==> config.mk <==
export PLATFORM = sky130hd
export DESIGN_NAME = iso8601_fixed_offset_to_epoch
export DESIGN_NICKNAME = d
export VERILOG_FILES = /design/src/rtl/core/iso_epoch_pkg.sv /design/src/rtl/core/iso_epoch_ctrl.sv /design/src/rtl/core/iso_epoch_dp.sv /design/src/rtl/core/iso8601_fixed_offset_to_epoch.sv
export SDC_FILE = /design/constraint.sdc
export NUM_CORES = 1
export LEC_CHECK = 0
export BUFFER_PORTS_ARGS = -buffer_cell sky130_fd_sc_hd__buf_2
export CAP_MARGIN = 30
export CORE_ASPECT_RATIO = 0.8
export CORE_UTILIZATION = 53
export DETAILED_ROUTE_END_ITERATION = 8
export PLACE_DENSITY = 0.69
export SKIP_LAST_GASP = 1
export SYNTH_ARGS = -nofsm -noshare
export SYNTH_HDL_FRONTEND = slang
export SYNTH_SLANG_ARGS = --single-unit
==> constraint.sdc <==
create_clock -name clk -period 14.1 [get_ports clk]
set_input_delay 2.82 -clock clk [delete_from_list [all_inputs] [get_ports clk]]
set_output_delay 2.82 -clock clk [all_outputs]
set_load 0.01 [all_outputs]
==> src/rtl/core/iso_epoch_pkg.sv <==
// Shared types, constants and table functions for the timestamp-to-epoch converter.
package iso_epoch_pkg;

  localparam int unsigned TEXT_LEN = 25;
  localparam logic [4:0] POS_LAST = 5'(TEXT_LEN);
  localparam logic [7:0] DIGIT_SLOT = 8'h00;
  localparam logic [13:0] YEAR_MIN = 14'd1970;
  localparam logic [13:0] YEAR_MAX = 14'd2099;
  localparam logic [31:0] SEC_PER_DAY = 32'd86400;
  localparam logic [31:0] OFFSET_SECONDS = 32'(7 * 60 * 60);

  typedef struct packed {
    logic [7:0] char_code;
    logic       is_last;
  } in_data_t;

  typedef struct packed {
    logic [31:0] epoch_seconds;
    logic        valid_res;
  } out_data_t;

  typedef enum logic [1:0] {
    ST_IDLE,
    ST_CALC,
    ST_MUL,
    ST_FIN
  } ctrl_state_t;

  typedef struct packed {
    logic take;      // fold the presented character
    logic calc;      // range check, day count, time of day
    logic mul;       // days to seconds
    logic fin_load;  // load result register, clear text state
  } dp_cmd_t;

  typedef struct packed {
    logic out_full;
  } dp_status_t;

  // Required character at a text position; DIGIT_SLOT marks a digit.
  function automatic logic [7:0] expected_char(input logic [4:0] pos);
    logic [7:0] c;
    case (pos)
      5'd4, 5'd7:          c = 8'h2D;  // '-'
      5'd10:               c = 8'h54;  // 'T'
      5'd13, 5'd16, 5'd22: c = 8'h3A;  // ':'
      5'd19:               c = 8'h2B;  // '+'
      5'd20, 5'd23, 5'd24: c = 8'h30;  // '0'
      5'd21:               c = 8'h37;  // '7'
      default:             c = DIGIT_SLOT;
    endcase
    return c;
  endfunction

  // Days of the year before the first of the month (non-leap).
  function automatic logic [8:0] days_before_month(input logic [3:0] m);
    logic [8:0] d;
    case (m)
      4'd1:    d = 9'd0;
      4'd2:    d = 9'd31;
      4'd3:    d = 9'd59;
      4'd4:    d = 9'd90;
      4'd5:    d = 9'd120;
      4'd6:    d = 9'd151;
      4'd7:    d = 9'd181;
      4'd8:    d = 9'd212;
      4'd9:    d = 9'd243;
      4'd10:   d = 9'd273;
      4'd11:   d = 9'd304;
      4'd12:   d = 9'd334;
      default: d = 9'd0;
    endcase
    return d;
  endfunction

  function automatic logic [4:0] month_length(input logic [3:0] m, input logic leap);
    logic [4:0] d;
    case (m)
      4'd2:                       d = leap ? 5'd29 : 5'd28;
      4'd4, 4'd6, 4'd9, 4'd11:    d = 5'd30;
      4'd1, 4'd3, 4'd5, 4'd7,
      4'd8, 4'd10, 4'd12:         d = 5'd31;
      default:                    d = 5'd0;
    endcase
    return d;
  endfunction

endpackage

==> src/rtl/core/iso_epoch_ctrl.sv <==
// Sequencer: character intake, then three conversion steps and result hand-off.
module iso_epoch_ctrl
  import iso_epoch_pkg::*;
(
  input  logic       clk,
  input  logic       rst_n,
  input  logic       in_valid,
  input  logic       in_is_last,
  output logic       in_ready,
  input  dp_status_t status,
  output dp_cmd_t    cmd
);

  ctrl_state_t state_r, state_nxt;

  always_ff @(posedge clk) begin
    if (!rst_n) begin
      state_r <= ST_IDLE;
    end else begin
      state_r <= state_nxt;
    end
  end

  always_comb begin
    state_nxt = state_r;
    case (state_r)
      ST_IDLE: begin
        if (in_valid && in_is_last) state_nxt = ST_CALC;
      end
      ST_CALC: state_nxt = ST_MUL;
      ST_MUL:  state_nxt = ST_FIN;
      ST_FIN: begin
        if (!status.out_full) state_nxt = ST_IDLE;
      end
      default: state_nxt = ST_IDLE;
    endcase
  end

  always_comb begin
    in_ready     = 1'b0;
    cmd          = '0;
    case (state_r)
      ST_IDLE: begin
        in_ready = 1'b1;
        cmd.take = in_valid;
      end
      ST_CALC: cmd.calc = 1'b1;
      ST_MUL:  cmd.mul  = 1'b1;
      ST_FIN:  cmd.fin_load = !status.out_full;
      default: begin
        in_ready = 1'b0;
      end
    endcase
  end

endmodule

==> src/rtl/core/iso_epoch_dp.sv <==
// Datapath: per-character checks and digit folding, date math, result register.
module iso_epoch_dp
  import iso_epoch_pkg::*;
(
  input  logic       clk,
  input  logic       rst_n,
  input  in_data_t   in_data,
  input  dp_cmd_t    cmd,
  output dp_status_t status,
  output logic       out_valid,
  input  logic       out_ready,
  output out_data_t  out_data
);

  logic [4:0]  pos_r;
  logic        failed_r;
  logic [13:0] year_r;
  logic [6:0]  month_r, day_r, hour_r, min_r, sec_r;

  logic        ok_r;
  logic [15:0] days_r;
  logic [16:0] tod_r;
  logic [31:0] prod_r;
  logic        out_valid_r;
  out_data_t   out_data_r;

  // character intake
  logic [7:0] want;
  logic       is_digit, digit_ok, past_end;
  logic [3:0] dg;
  logic [13:0] year_fold;
  logic [6:0]  small_acc, small_fold;

  always_comb begin
    want     = expected_char(pos_r);
    past_end = (pos_r >= POS_LAST);
    is_digit = (want == DIGIT_SLOT);
    digit_ok = (in_data.char_code >= 8'h30) && (in_data.char_code <= 8'h39);
    dg       = in_data.char_code[3:0];
    year_fold = {year_r[10:0], 3'b000} + {year_r[12:0], 1'b0} + {10'd0, dg};
    if (pos_r < 5'd7)       small_acc = month_r;
    else if (pos_r < 5'd10) small_acc = day_r;
    else if (pos_r < 5'd13) small_acc = hour_r;
    else if (pos_r < 5'd16) small_acc = min_r;
    else                    small_acc = sec_r;
    small_fold = {small_acc[3:0], 3'b000} + {small_acc[5:0], 1'b0} + {3'd0, dg};
  end

  // conversion step one
  logic        leap, range_ok;
  logic [7:0]  yoff;
  logic [5:0]  leaps;
  logic [15:0] days_nxt;
  logic [16:0] tod_nxt;

  always_comb begin
    leap     = (year_r[1:0] == 2'b00);  // exact for 1970..2099
    range_ok = !failed_r && (pos_r == POS_LAST) &&
               (year_r >= YEAR_MIN) && (year_r <= YEAR_MAX) &&
               (month_r >= 7'd1) && (month_r <= 7'd12) && (day_r >= 7'd1) &&
               (day_r <= {2'b00, month_length(month_r[3:0], leap)}) &&
               (hour_r <= 7'd23) && (min_r <= 7'd59) && (sec_r <= 7'd59);
    yoff  = 8'(year_r - YEAR_MIN);
    leaps = 6'((yoff + 8'd1) >> 2);
    days_nxt = 16'(16'(yoff) * 16'd365) + 16'(leaps) +
               16'(days_before_month(month_r[3:0])) +
               16'(leap && (month_r > 7'd2)) + 16'(day_r) - 16'd1;
    tod_nxt = 17'(17'(hour_r[4:0]) * 17'd3600) + 17'(17'(min_r[5:0]) * 17'd60) +
              17'(sec_r[5:0]);
  end

  // conversion step three
  logic [31:0] local_sec;
  logic        res_ok;

  always_comb begin
    local_sec = prod_r + 32'(tod_r);
    res_ok    = ok_r && (local_sec >= OFFSET_SECONDS);
  end

  always_ff @(posedge clk) begin
    if (!rst_n || cmd.fin_load) begin
      pos_r    <= '0;
      failed_r <= 1'b0;
      year_r   <= '0;
      month_r  <= '0;
      day_r    <= '0;
      hour_r   <= '0;
      min_r    <= '0;
      sec_r    <= '0;
    end else if (cmd.take) begin
      if (past_end) begin
        failed_r <= 1'b1;
      end else begin
        pos_r <= pos_r + 5'd1;
        if (is_digit) begin
          if (!digit_ok) begin
            failed_r <= 1'b1;
          end else if (pos_r < 5'd4) begin
            year_r <= year_fold;
          end else if (pos_r < 5'd7) begin
            month_r <= small_fold;
          end else if (pos_r < 5'd10) begin
            day_r <= small_fold;
          end else if (pos_r < 5'd13) begin
            hour_r <= small_fold;
          end else if (pos_r < 5'd16) begin
            min_r <= small_fold;
          end else begin
            sec_r <= small_fold;
          end
        end else if (in_data.char_code != want) begin
          failed_r <= 1'b1;
        end
      end
    end
  end

  always_ff @(posedge clk) begin
    if (cmd.calc) begin
      ok_r   <= range_ok;
      days_r <= days_nxt;
      tod_r  <= tod_nxt;
    end
    if (cmd.mul) begin
      prod_r <= 32'(days_r) * SEC_PER_DAY;
    end
    if (cmd.fin_load) begin
      out_data_r.epoch_seconds <= res_ok ? (local_sec - OFFSET_SECONDS) : 32'd0;
      out_data_r.valid_res     <= res_ok;
    end
  end

  always_ff @(posedge clk) begin
    if (!rst_n) begin
      out_valid_r <= 1'b0;
    end else if (cmd.fin_load) begin
      out_valid_r <= 1'b1;
    end else if (out_ready) begin
      out_valid_r <= 1'b0;
    end
  end

  assign status.out_full = out_valid_r && !out_ready;
  assign out_valid       = out_valid_r;
  assign out_data        = out_data_r;

endmodule

==> src/rtl/core/iso8601_fixed_offset_to_epoch.sv <==
// Top level: YYYY-MM-DDThh:mm:ss+07:00 character stream to UTC epoch seconds.
// Characters are taken while the sequencer is idle; the last one starts the range
// check and day count, the days-to-seconds multiply and the offset and result
// load, which waits while out_full is set. The result register lets the next
// text's characters flow while a result waits. Synchronous active-low reset
// returns the sequencer to intake, clears all text state and drops out_valid.
module iso8601_fixed_offset_to_epoch
  import iso_epoch_pkg::*;
(
  input  logic      clk,
  input  logic      rst_n,
  input  logic      in_valid,
  output logic      in_ready,
  input  in_data_t  in_data,
  output logic      out_valid,
  input  logic      out_ready,
  output out_data_t out_data
);

  dp_cmd_t    cmd;
  dp_status_t status;

  iso_epoch_ctrl u_ctrl (
    .clk        (clk),
    .rst_n      (rst_n),
    .in_valid   (in_valid),
    .in_is_last (in_data.is_last),
    .in_ready   (in_ready),
    .status     (status),
    .cmd        (cmd)
  );

  iso_epoch_dp u_dp (
    .clk       (clk),
    .rst_n     (rst_n),
    .in_data   (in_data),
    .cmd       (cmd),
    .status    (status),
    .out_valid (out_valid),
    .out_ready (out_ready),
    .out_data  (out_data)
  );

endmodule

* Word level (Yosys, flattened, before mapping)
Memory sizes are Yosys's and may differ from the RTL's. A register that Yosys moved wholly into a read port is not among the register bits.
Index checks and enable logic that the tools add are counted.
W data, S select, Z words.
** Word-level totals
- Register bits after elaboration :: 150
- ROM bits :: 368
- Input port bits :: 13
- Output and inout bits :: 35
- Memories :: 2
** Cells by class
- $add $sub $neg :: 16
- $mul :: 4
- Magnitude comparators :: 19
- Equal/unequal tests :: 20
- Multiplexer cells :: 24
- Bitwise logic cells :: 6
- Reduce and logical (&&, ||, !) cells :: 36
** Memory list
- (name not given) :: words 32, bits a word 7, rd ports 1, clocked after memory_dff 1, write ports 0, RTL line iso_epoch_pkg.sv:43 : case (pos)
- (name not given) :: words 16, bits a word 9, rd ports 1, clocked after memory_dff 1, write ports 0, RTL line iso_epoch_pkg.sv:58 : case (m)
** Operators with widths (count)
- $add A32 B17 Y32 :: 1
- $ge A32 B15 Y1 const B :: 1
- $sub A32 B15 Y32 const B :: 1
- $mul A16 B10 Y25 const B :: 1
- $mux W6 :: 4
- $eq A4 B4 Y1 const B :: 5
- $reduce_and A9 Y1 :: 2
- $add A17 B12 Y17 :: 1
- $add A17 B6 Y17 :: 1
- $add A16 B1 Y16 :: 1
- $add A16 B6 Y16 :: 1
- $add A16 B7 Y16 :: 1
- $add A16 B9 Y16 :: 1
- $eq A4 B3 Y1 const B :: 4
- $mul A8 B9 Y16 const B :: 1
- $sub A16 B1 Y16 const B :: 1
- $logic_and A1 B1 Y1 :: 15
- $pmux W5 S3 :: 1
- $add A14 B14 Y14 :: 1
- $add A14 B4 Y14 :: 1
- $ge A14 B11 Y1 const B :: 1
- $ge A7 B1 Y1 const B :: 2
- $le A14 B12 Y1 const B :: 1
- $le A7 B6 Y1 const B :: 2
- other kinds (46) :: 74

* Depth between registers and ports, before layout
Gate-level depths: netlist of the first run.
- Word-level depth :: 11
- Mapped depth :: 26

* By module
From an unflattened synthesis of the first run, not the netlist that was laid out.
** Unflattened totals
- Cell total of the unflattened synthesis :: 1646
- Area total of the unflattened synthesis :: 15746.4 um^2
** Modules (own cells, without submodules)
- iso_epoch_dp :: instances 1, cells an instance 1627, area an instance 15569.9 um^2, seq. area each 4204.0 um^2
- iso_epoch_ctrl :: instances 1, cells an instance 19, area an instance 176.4 um^2, seq. area each 40.0 um^2

* Worst setup path before layout of the first run
OpenSTA, ideal clock, no wires.
- Kind :: reg2reg
- Start :: reg u_dp.year_r[1]
- End :: reg u_dp.days_r[14], data pin
- Library setup time :: 0.266 ns
- Arrival :: 5.653 ns
- Slack :: 8.181 ns
- Stages on the path, launching flop included :: 27
- Buffers on the path :: 0
- Period minus slack after synthesis :: 5.919 ns
- Cell sequence :: dfxtp_1 -> inv_1 -> ha_1 -> nand2b_1 -> nand2_1 -> xor2_1 -> inv_1 -> ha_1 -> nand2_1 -> xor2_1 -> fa_1 -> fa_1 -> inv_1 -> fa_1 -> inv_1 -> fa_1 -> inv_1 -> ha_1 -> nor2b_1 -> o21ai_0 -> a21boi_0 -> o21ai_0 -> a21boi_0 -> o21ai_0 -> a21oi_1 -> o41ai_1 -> xnor2_1
** On the way
- Word-level cells in the longest chain between the ends :: 7
- Elaborated cells on any way between the ends :: 10
- Classes of those cells :: add/sub: 7; mul: 1; reduce/logical: 2
** RTL lines
- start: declaration :: RTL line iso_epoch_dp.sv:17 : logic [13:0] year_r;
- start signal: assignment :: RTL line iso_epoch_dp.sv:100 : year_r <= year_fold;
- $sub A8 B8 Y8 :: RTL line iso_epoch_dp.sv:63 : yoff = 8'(year_r - YEAR_MIN);
- $mul A8 B9 Y16 / $add A8 B1 Y8 (equally long branches) :: RTL line iso_epoch_dp.sv:65, iso_epoch_dp.sv:64
- $add A16 B6 Y16 :: RTL line iso_epoch_dp.sv:65 : days_nxt = 16'(16'(yoff) * 16'd365) + 16'(leaps) +
- $add A16 B9 Y16 :: RTL line iso_epoch_dp.sv:65
- $add A16 B1 Y16 (*) :: RTL line iso_epoch_dp.sv:66 : 16'(days_before_month(month_r[3:0])) +
- $add A16 B7 Y16 (*) :: RTL line iso_epoch_dp.sv:67 : 16'(leap && (month_r > 7'd2)) + 16'(day_r) - 16'd1;
- $sub A16 B1 Y16 (*) :: RTL line iso_epoch_dp.sv:67
- named net u_dp.days_nxt[14] :: RTL line iso_epoch_dp.sv:53 : logic [15:0] days_nxt;
- end signal: assignment :: RTL line iso_epoch_dp.sv:122 : days_r <= days_nxt;
- end: declaration :: RTL line iso_epoch_dp.sv:21 : logic [15:0] days_r;
Mark *: on every way through the listed nets, which the timed path passes. The rest lies on a longest branch.
A chain may end at the register's enable or synchronous reset.

* Final worst setup path of the first run
Ends and elaborated chain as after synthesis.

==> flow_metrics.tcl, run 1 <==
set metrics [dict create \
    synthCells 1685 \
    max_freq_mhz 151 \
    cts_inserted_buffers 17 \
    path_clk_slew_ps 70 \
    yosysMostFrequentCell "inv_1" \
    max_stage_delay_ps 520 \
    r2r_slack_ps 7490 \
    vias_per_cell 5.44 \
    diodes 0 \
    drv_cap 0 \
    synthFlopType "edfxtp_1" \
    synth_warnings 0 \
    grt_pass1_vias 10971 \
    fillCellCount 2523 \
    postCtsSetupRepairBufs 0 \
    clock_sinks 166 \
    grtUsageTotal_pct 21.3 \
    clock_latency_ps 430 \
    rsz0062_at_grt "false" \
    synth_area_leaders "ha_1 (20%), edfxtp_1 (17%), fa_1 (12%), dfxtp_1 (9.3%), inv_1 (6.5%)" \
    r2r_start "u_dp.year_r[1]" \
    grt_pass1_wl_mm 53.0 \
    dieArea_um2 30700 \
    arrival_ps 6780 \
    synth_top_area_share_pct 19.8 \
    cp-startpoint "u_dp.year_r[1]" \
    path_max_fanout 9 \
    cp-start-kind "register" \
    hold_path_class "register to register" \
    end_kind "register" \
    fin_setup_tns_ps 0 \
    cts_max_path_buffers 2 \
    max_slew_margin_pct 37.6 \
    row_count 56 \
    yosys-top-cells-count "inv_1 (275), ha_1 (251), nor2_1 (142)" \
    dieHeight_um 157 \
    gp_congestion 0.888 \
    worst-path-buf-inv 5 \
    drt-wirelength-per-cell_um 15.0 \
    antenna_found_initial 0 \
    ctsRootBufferMaster "clkbuf_16" \
    synth_cell_type_count 84 \
    worstHoldStart "u_dp.failed_r" \
    antenna_left 0 \
    fin_crit_sh_pct 46.9 \
    synth-edff-count 92 \
    required_ps 14270 \
    synth_nets 2045 \
    start_util_pct 54.1 \
    ys_seq_area_share_pct 26.7 \
    ctsHoldBuffers 0 \
    syn-cell-area_um2 15900 \
    syn_to_final_growth_pct 7.35 \
    drive_gt1_share_pct 6.45 \
    crit_type "register to register" \
    min_path_cells 2 \
    coreArea_um2 29400 \
    finalMaxSlewViolations 0 \
    status "finished, final reports clean" \
    h-tree-depth 4 \
    min_period_ps 6610 \
    finalHoldViolCount 0 \
    tightest_slew_ps 929 \
    r2r_cells 26 \
    totalWireLength_mm 31.7 \
    fin_skew_ps 11.2 \
    fin_nets 2084 \
    setup_viol 0 \
    io_pins 48 \
    hold_path_end "u_dp.failed_r" \
    drt_iter0_markers 775 \
    grt_max_degree 61 \
    synthArstFlopShare_pct 0 \
    cts_tree "yes" \
    post_cts_resize_count 0 \
    path_common_cell "inv_1" \
    port_buffers 47 \
    dpl.hpwl_mm 25.7 \
    synth_top_area_cell "ha_1" \
    ys_ff_latch 166 \
    crit_family "adder cells" \
    syn_area_per_cell_um2 9.42 \
    slowest_stage "fa_1" \
    worstReg2RegEnd "u_dp.days_r[14]" \
    overflow 0 \
    firstDrtPassIters 5 \
    vias 11494 \
    drc 0 \
    die_w_um 195 \
]
layer usage:
layer,GRT usage [%],up-vias,part of all wire (%)
li1,-,5812,-
met1,30.7,5413,51
met2,33.5,243,44
met3,3.38,26,4.4
met4,4.95,0,1.2
met5,0,-,0
tightest hold or removal path: cells and delay by family (launching register included):
kind,cells,cell delay [ps]
buffers and inverters,1,50
flip-flops,1,320
AO/OA/AOI/OAI,1,50
sequential cells by signal, indices dropped and copies added, names as in the netlist, named ones only:
signal          count
u_dp.prod_r        25
u_dp.out_valid      1
u_dp.sec_r          7
u_dp.min_r          7
u_dp.tod_r         17
u_dp.days_r        16
u_dp.month_r        7
u_dp.ok_r           1
u_dp.day_r          7
u_dp.hour_r         7
u_dp.year_r        14
u_dp.pos_r          5
u_dp.failed_r       1
u_ctrl.state_r      2
u_dp.out_data      33
u_dp.want           7
kinds of logic after synthesis:
logic type,Yosys count,share of synthesized area (%)
AOI/OAI and AO/OA,298,12.4
xor gates and xnor gates,133,7.46
adders and majority gates,347,31.9
buffers and inverters,309,7.52
DFF,166,26.7
muxes,32,2.11
and+or+nand+nor,400,11.9
per-stage QoR:
stage                     worst slack [ps]  util (%)  area (um2)  hold WS (ps)  cells
after floorplan                       8180         -       15900           426   1685
after global placement                7710      56.1       16500           463   2082
after detailed placement              7530      56.1       16500           460   2082
after CTS                             7480      58.0       17000           472   2113
after global routing                  7030      58.0       17000           481   2113
final                                 7490      58.0       17000           467   2113
how the worst max path moves through the flow:
| stage | end | slack [ps] | depth (start not counted) |
|---|---|---|---|
| after floorplan | u_dp.days_r[14] | 8180 | 26 |
| after global placement | u_dp.days_r[14] | 7710 | 26 |
| after detailed placement | u_dp.days_r[14] | 7530 | 26 |
| after CTS | u_dp.days_r[14] | 7480 | 26 |
| after global routing | u_dp.days_r[14] | 7030 | 26 |
| final | u_dp.days_r[14] | 7490 | 26 |
area by class of cell:
cell class | count | area, um2 | area share (%)
Clock buffer | 19 | 433 | 2.54
Tap cell | 377 | 472 | 2.77
Multi-Input combinational cell | 1210 | 10400 | 61.3
Clock inverter | 12 | 131 | 0.771
Sequential cell | 166 | 4240 | 24.9
Inverter | 276 | 1040 | 6.08
Timing Repair Buffer | 53 | 280 | 1.64
cells in the final DEF (no fill, tap or decap), drive strengths merged, types with 17 or more instances in the layout:
| cell | count |
|---|---|
| a21o | 22 |
| a21oi | 107 |
| buf | 53 |
| clkbuf | 19 |
| dfxtp | 74 |
| edfxtp | 92 |
| fa | 96 |
| ha | 251 |
| inv | 276 |
| mux2i | 29 |
| nand2 | 95 |
| nand3 | 33 |
| nor2 | 144 |
| nor3 | 34 |
| o21ai | 50 |
| o21bai | 17 |
| xnor2 | 94 |
| xor2 | 39 |
Power of run 1 is left out: the tool's default activity adds up to more than one toggle a clock period on the data nets, which glitch-free logic cannot reach.
==> run 2, diff against run 1 <==
--- a/config.mk
+++ b/config.mk
@@ -10,7 +10,7 @@
 export CORE_ASPECT_RATIO = 0.8
 export CORE_UTILIZATION = 53
 export DETAILED_ROUTE_END_ITERATION = 8
-export PLACE_DENSITY = 0.69
+export PLACE_DENSITY = 0.71
 export SKIP_LAST_GASP = 1
 export SYNTH_ARGS = -nofsm -noshare
 export SYNTH_HDL_FRONTEND = slang
==> constraint.sdc (replaced) <==
create_clock -name clk -period 5.6 [get_ports clk]
set_input_delay 1.12 -clock clk [delete_from_list [all_inputs] [get_ports clk]]
set_output_delay 1.12 -clock clk [all_outputs]
set_load 0.01 [all_outputs]
==> run 2 against run 1 <==
Effect of this change: design area rose by 2.8%; clock skew rose by 4.5 ps; flip-flop and latch count did not move; largest cell class unchanged; cell count rose by 1.8%.
==> flow_metrics.tcl, run 2 (synthesis gave the netlist of run 1 again) <==
set metrics [dict create \
    cp-start-kind "register" \
    status "finished, final reports clean" \
    cts_max_path_buffers 2 \
    place_area_um2 16700 \
    grt_pass1_vias 11138 \
    grt_max_degree 41 \
    path_max_fanout 4 \
    setup_viol 0 \
    worst_slack_ps 110 \
    fin_skew_ps 15.6 \
    drt_iter0_markers 606 \
    die_w_um 195 \
    firstDrtPassIters 8 \
    row_count 56 \
    antenna_found_initial 0 \
    dp.cells 2114 \
    io_pins 48 \
    vias 11599 \
    gp_congestion 0.890 \
    antenna_left 0 \
    max_stage_delay_ps 500 \
    required_ps 5770 \
    pre_cts_ws_ps -84.9 \
    register_area_um2 4250 \
    h-tree-depth 4 \
    end_kind "register" \
    crit_type "register to register" \
    dieHeight_um 157 \
    syn_to_final_growth_pct 10.4 \
    whs_ps 476 \
    max_freq_mhz 182 \
    final_common_cell "inv_1" \
    path_common_cell "fa_1" \
    vias_per_cell 5.39 \
    max_slew_margin_pct 46.1 \
    dpl.hpwl_mm 25.9 \
    fillCellCount 2514 \
    finalMaxSlewViolations 0 \
    finish.instance_area_um2 17500 \
    layoutNonFillerInstCount 2152 \
    rsz0062_at_grt "true" \
    grt_pass1_wl_mm 53.5 \
    fin_crit_sh_pct 98.0 \
    ctsRootBufferMaster "clkbuf_16" \
    path_clk_slew_ps 70 \
    cts_inserted_buffers 17 \
    drc 0 \
    drive_gt1_share_pct 10.3 \
    coreArea_um2 29400 \
    start_util_pct 54.1 \
    totalWireLength_mm 32.4 \
    tightest_slew_ps 803 \
    slowest_stage "fa_1" \
    largest_register_ffs 33 \
    overflow 0 \
    dieArea_um2 30700 \
    drt-wirelength-per-cell_um 15.1 \
    hold_path_class "register to register" \
    min_period_ps 5490 \
    clock_sinks 166 \
    grtUsageTotal_pct 21.6 \
    multiInputGateArea_um2 10600 \
    cts_tree "yes" \
    drv_cap 0 \
    layout_common_cells "inv_1 (271), ha_1 (247), nor2_1 (142), a21oi_1 (102), fa_1 (95)" \
    finalHoldViolCount 0 \
    arrival_ps 5660 \
    fin_nets 2122 \
    diodes 0 \
    port_buffers 47 \
    clock_latency_ps 440 \
]
-- run 2: changes by cell type in the layout (fill, tap and decap cells not counted), moves of 4 or more --
cell	change
o21ai_0	-4
buf_4	+38
a21oi_1	-4
inv_4	+4
ha_1	-4
inv_1	-4
o21ai_1	+4
inv_6	+4
-- run 2: final timing paths --
| check | startpoint | to | cells after the start | slack (ps) |
|---|---|---|---|---|
| min | u_dp.failed_r | u_dp.failed_r | 2 | 480 |
| max reg2reg | u_dp.year_r[1] | u_dp.days_r[14] | 25 | 110 |
| min reg2reg | u_dp.failed_r | u_dp.failed_r | 2 | 480 |
| max | u_dp.year_r[1] | u_dp.days_r[14] | 25 | 110 |
-- run 2: worst max-delay path: cells and delay by family (launching register included) --
kind / cells / cell delay, ps
XOR/XNOR: 2 / 290
AO/OA/AOI/OAI: 7 / 1220
adder cells (fa/ha/maj): 6 / 2360
flip-flops: 1 / 370
AND/OR/NAND/NOR: 3 / 430
buffers and inverters: 7 / 560
-- run 2: cell type report --
class / instances / area share (%)
Clock buffer: 20 / 2.73
Inverter: 276 / 5.93
Tap cell: 377 / 2.69
Multi-Input combinational cell: 1210 / 60.6
Clock inverter: 12 / 0.571
Timing Repair Buffer: 91 / 3.23
Sequential cell: 166 / 24.3
-- run 2: per-layer routing --
metal | track usage, % | part of all wire, %
met1 | 30.7 | 50
met2 | 34.9 | 45
met3 | 3.19 | 4.1
met4 | 4.65 | 0.94
met5 | 0 | 0
-- run 2: what timing repair did --
item / in CTS / in global routing
gates resized for setup: 8 / 32
hold buffers: 0 / 0
buffers inserted: 0 / 6
endpoints found under the setup margin: 3 / 6
pin swaps: 0 / 21
-- run 2: metrics by stage --
stage / utilization, % / setup TNS [ps]
2_1_floorplan: - / 0
3_3_place_gp: 57.0 / 0
3_5_place_dp: 57.0 / -223
4_1_cts: 59.1 / 0
5_1_grt: 59.7 / -140
6_report: 59.7 / 0
Power of run 2 is left out for the same reason.
==> run 3, diff against run 2 <==
--- a/config.mk
+++ b/config.mk
@@ -10,7 +10,7 @@
 export CORE_ASPECT_RATIO = 0.8
 export CORE_UTILIZATION = 53
 export DETAILED_ROUTE_END_ITERATION = 8
-export PLACE_DENSITY = 0.71
+export PLACE_DENSITY_LB_ADDON = 0.12
 export SKIP_LAST_GASP = 1
 export SYNTH_ARGS = -nofsm -noshare
 export SYNTH_HDL_FRONTEND = slang
==> run 3 against run 2 <==
Effect of this change: setup slack better by 70 ps; sequential share of layout area down 0.11 points; maximum frequency up 1.3%; global-route usage up 0.22 points; critical path type unchanged; critical endpoint unchanged.
==> flow_metrics.tcl, run 3 (synthesis gave the netlist of run 1 again) <==
set metrics [dict create \
    row_count 56 \
    worst-path-buf-inv 6 \
    firstDrtPassIters 5 \
    clock_latency_ps 450 \
    fin_nets 2127 \
    fillCellCount 2510 \
    min_period_ps 5420 \
    met2_usage_pct 34.9 \
    start_util_pct 54.1 \
    grt_max_degree 35 \
    antenna_found_initial 0 \
    tightest_slew_ps 870 \
    largest_register_ffs 33 \
    clock_sinks 166 \
    r2r_start "u_dp.year_r[2]" \
    grtUsageMet3_pct 3.71 \
    path_clk_slew_ps 70 \
    finish.instance_area_um2 17600 \
    port_buffers 47 \
    overflow 0 \
    ctsHoldBuffers 0 \
    slowest_stage "fa_1" \
    diodes 0 \
    io_pins 48 \
    max_slew_margin_pct 41.8 \
    min_path_cells 2 \
    worstReg2RegEnd "u_dp.days_r[14]" \
    cp-start-kind "register" \
    hold_path_end "u_dp.failed_r" \
    required_ps 5790 \
    crit_type "register to register" \
    grtUsageTotal_pct 21.9 \
    r2r_cells 23 \
    drc 0 \
    arrival_ps 5610 \
    dieHeight_um 157 \
    cp_cell_sequence "inv_4, ha_4, nand2b_4, nand2_4, xor2_2, inv_2, buf_4, buf_4, ha_2, fa_1, fa_1, fa_1, inv_1, fa_1, inv_1, ha_1, a21boi_1, o21ai_1, a21boi_1, o21ai_1, a21oi_2, o41ai_2, xnor2_1" \
    ctsRootBufferMaster "clkbuf_16" \
    setup_viol 0 \
    register_area_um2 4250 \
    max_stage_delay_ps 560 \
    drt-wirelength-per-cell_um 15.2 \
    max_freq_mhz 184 \
    coreArea_um2 29400 \
    drt_iter0_markers 639 \
    worstHoldStart "u_dp.failed_r" \
    place_area_um2 16800 \
    r2r_slack_ps 180 \
    use_met1_pct 31.3 \
    hold_path_class "register to register" \
    path_common_cell "fa_1" \
    crit_family "adder cells" \
    gp_congestion 0.925 \
    antenna_left 0 \
    layout_common_cells "inv_1 (270), ha_1 (245), nor2_1 (142), a21oi_1 (103), fa_1 (95)" \
    finalHoldViolCount 0 \
    fin_skew_ps 11.1 \
    status "finished, final reports clean" \
    final_common_cell "inv_1" \
    grt_pass1_vias 11026 \
    dpl.hpwl_mm 26.2 \
    dieArea_um2 30700 \
    cts_inserted_buffers 17 \
    cts_tree "yes" \
    drv_cap 0 \
    whs_ps 456 \
    vias_per_cell 5.38 \
    fin_crit_sh_pct 96.8 \
    cts_max_path_buffers 2 \
    multiInputGateArea_um2 10600 \
    die_w_um 195 \
    totalWireLength_mm 32.7 \
    end_kind "register" \
    h-tree-depth 4 \
    drive_gt1_share_pct 10.7 \
    grt-busiest-layer "met2" \
    syn_to_final_growth_pct 10.9 \
    grt_pass1_wl_mm 53.8 \
    vias 11608 \
    finalMaxSlewViolations 0 \
    path_max_fanout 3 \
    cp-startpoint "u_dp.year_r[2]" \
]
run 3: cell type report:
type	instances	area share [%]
Clock buffer	22	2.81
Clock inverter	10	0.469
Inverter	276	5.91
Multi-Input combinational cell	1210	60.5
Sequential cell	166	24.2
Tap cell	377	2.68
Timing Repair Buffer	96	3.47
run 3: stage by stage:
stage                     utilization, %  setup TNS [ps]  instances  setup WS [ps]
after floorplan                        -               0       1685           41.9
after global placement              57.2               0       2119           43.8
after detailed placement            57.2            -209       2119           -120
after CTS                           59.2               0       2151          0.811
after global routing                60.0           -66.3       2157          -45.4
final                               60.0               0       2157            180
run 3: worst max path at each step:
| stage | slack (ps) | cells after the start | end |
|---|---|---|---|
| floorplan | 40 | 26 | u_dp.days_r[14] |
| global placement | 40 | 26 | u_dp.days_r[15] |
| detailed placement | -120 | 26 | u_dp.days_r[14] |
| CTS | 0.8 | 26 | u_dp.days_r[14] |
| global route | -50 | 26 | u_dp.days_r[14] |
| finish | 180 | 23 | u_dp.days_r[14] |
run 3: repair_timing:
item / in CTS / in global routing
gates resized for setup: 9 / 38
pin swaps: 3 / 25
setup buffers: 0 / 6
setup endpoints to repair: 3 / 5
run 3: metal layers:
metal | wire length (um) | share of wire (%)
met1 | 16500 | 51
met2 | 14500 | 44
met4 | 263 | 0.80
met3 | 1380 | 4.2
met5 | 0 | 0
run 3: tightest hold or removal path: cells and delay by family (launching register included):
| kind | cells | cell delay, ps |
|---|---|---|
| flops | 1 | 310 |
| buf+inv | 1 | 50 |
| compound gates | 1 | 50 |
Power of run 3 is left out for the same reason.
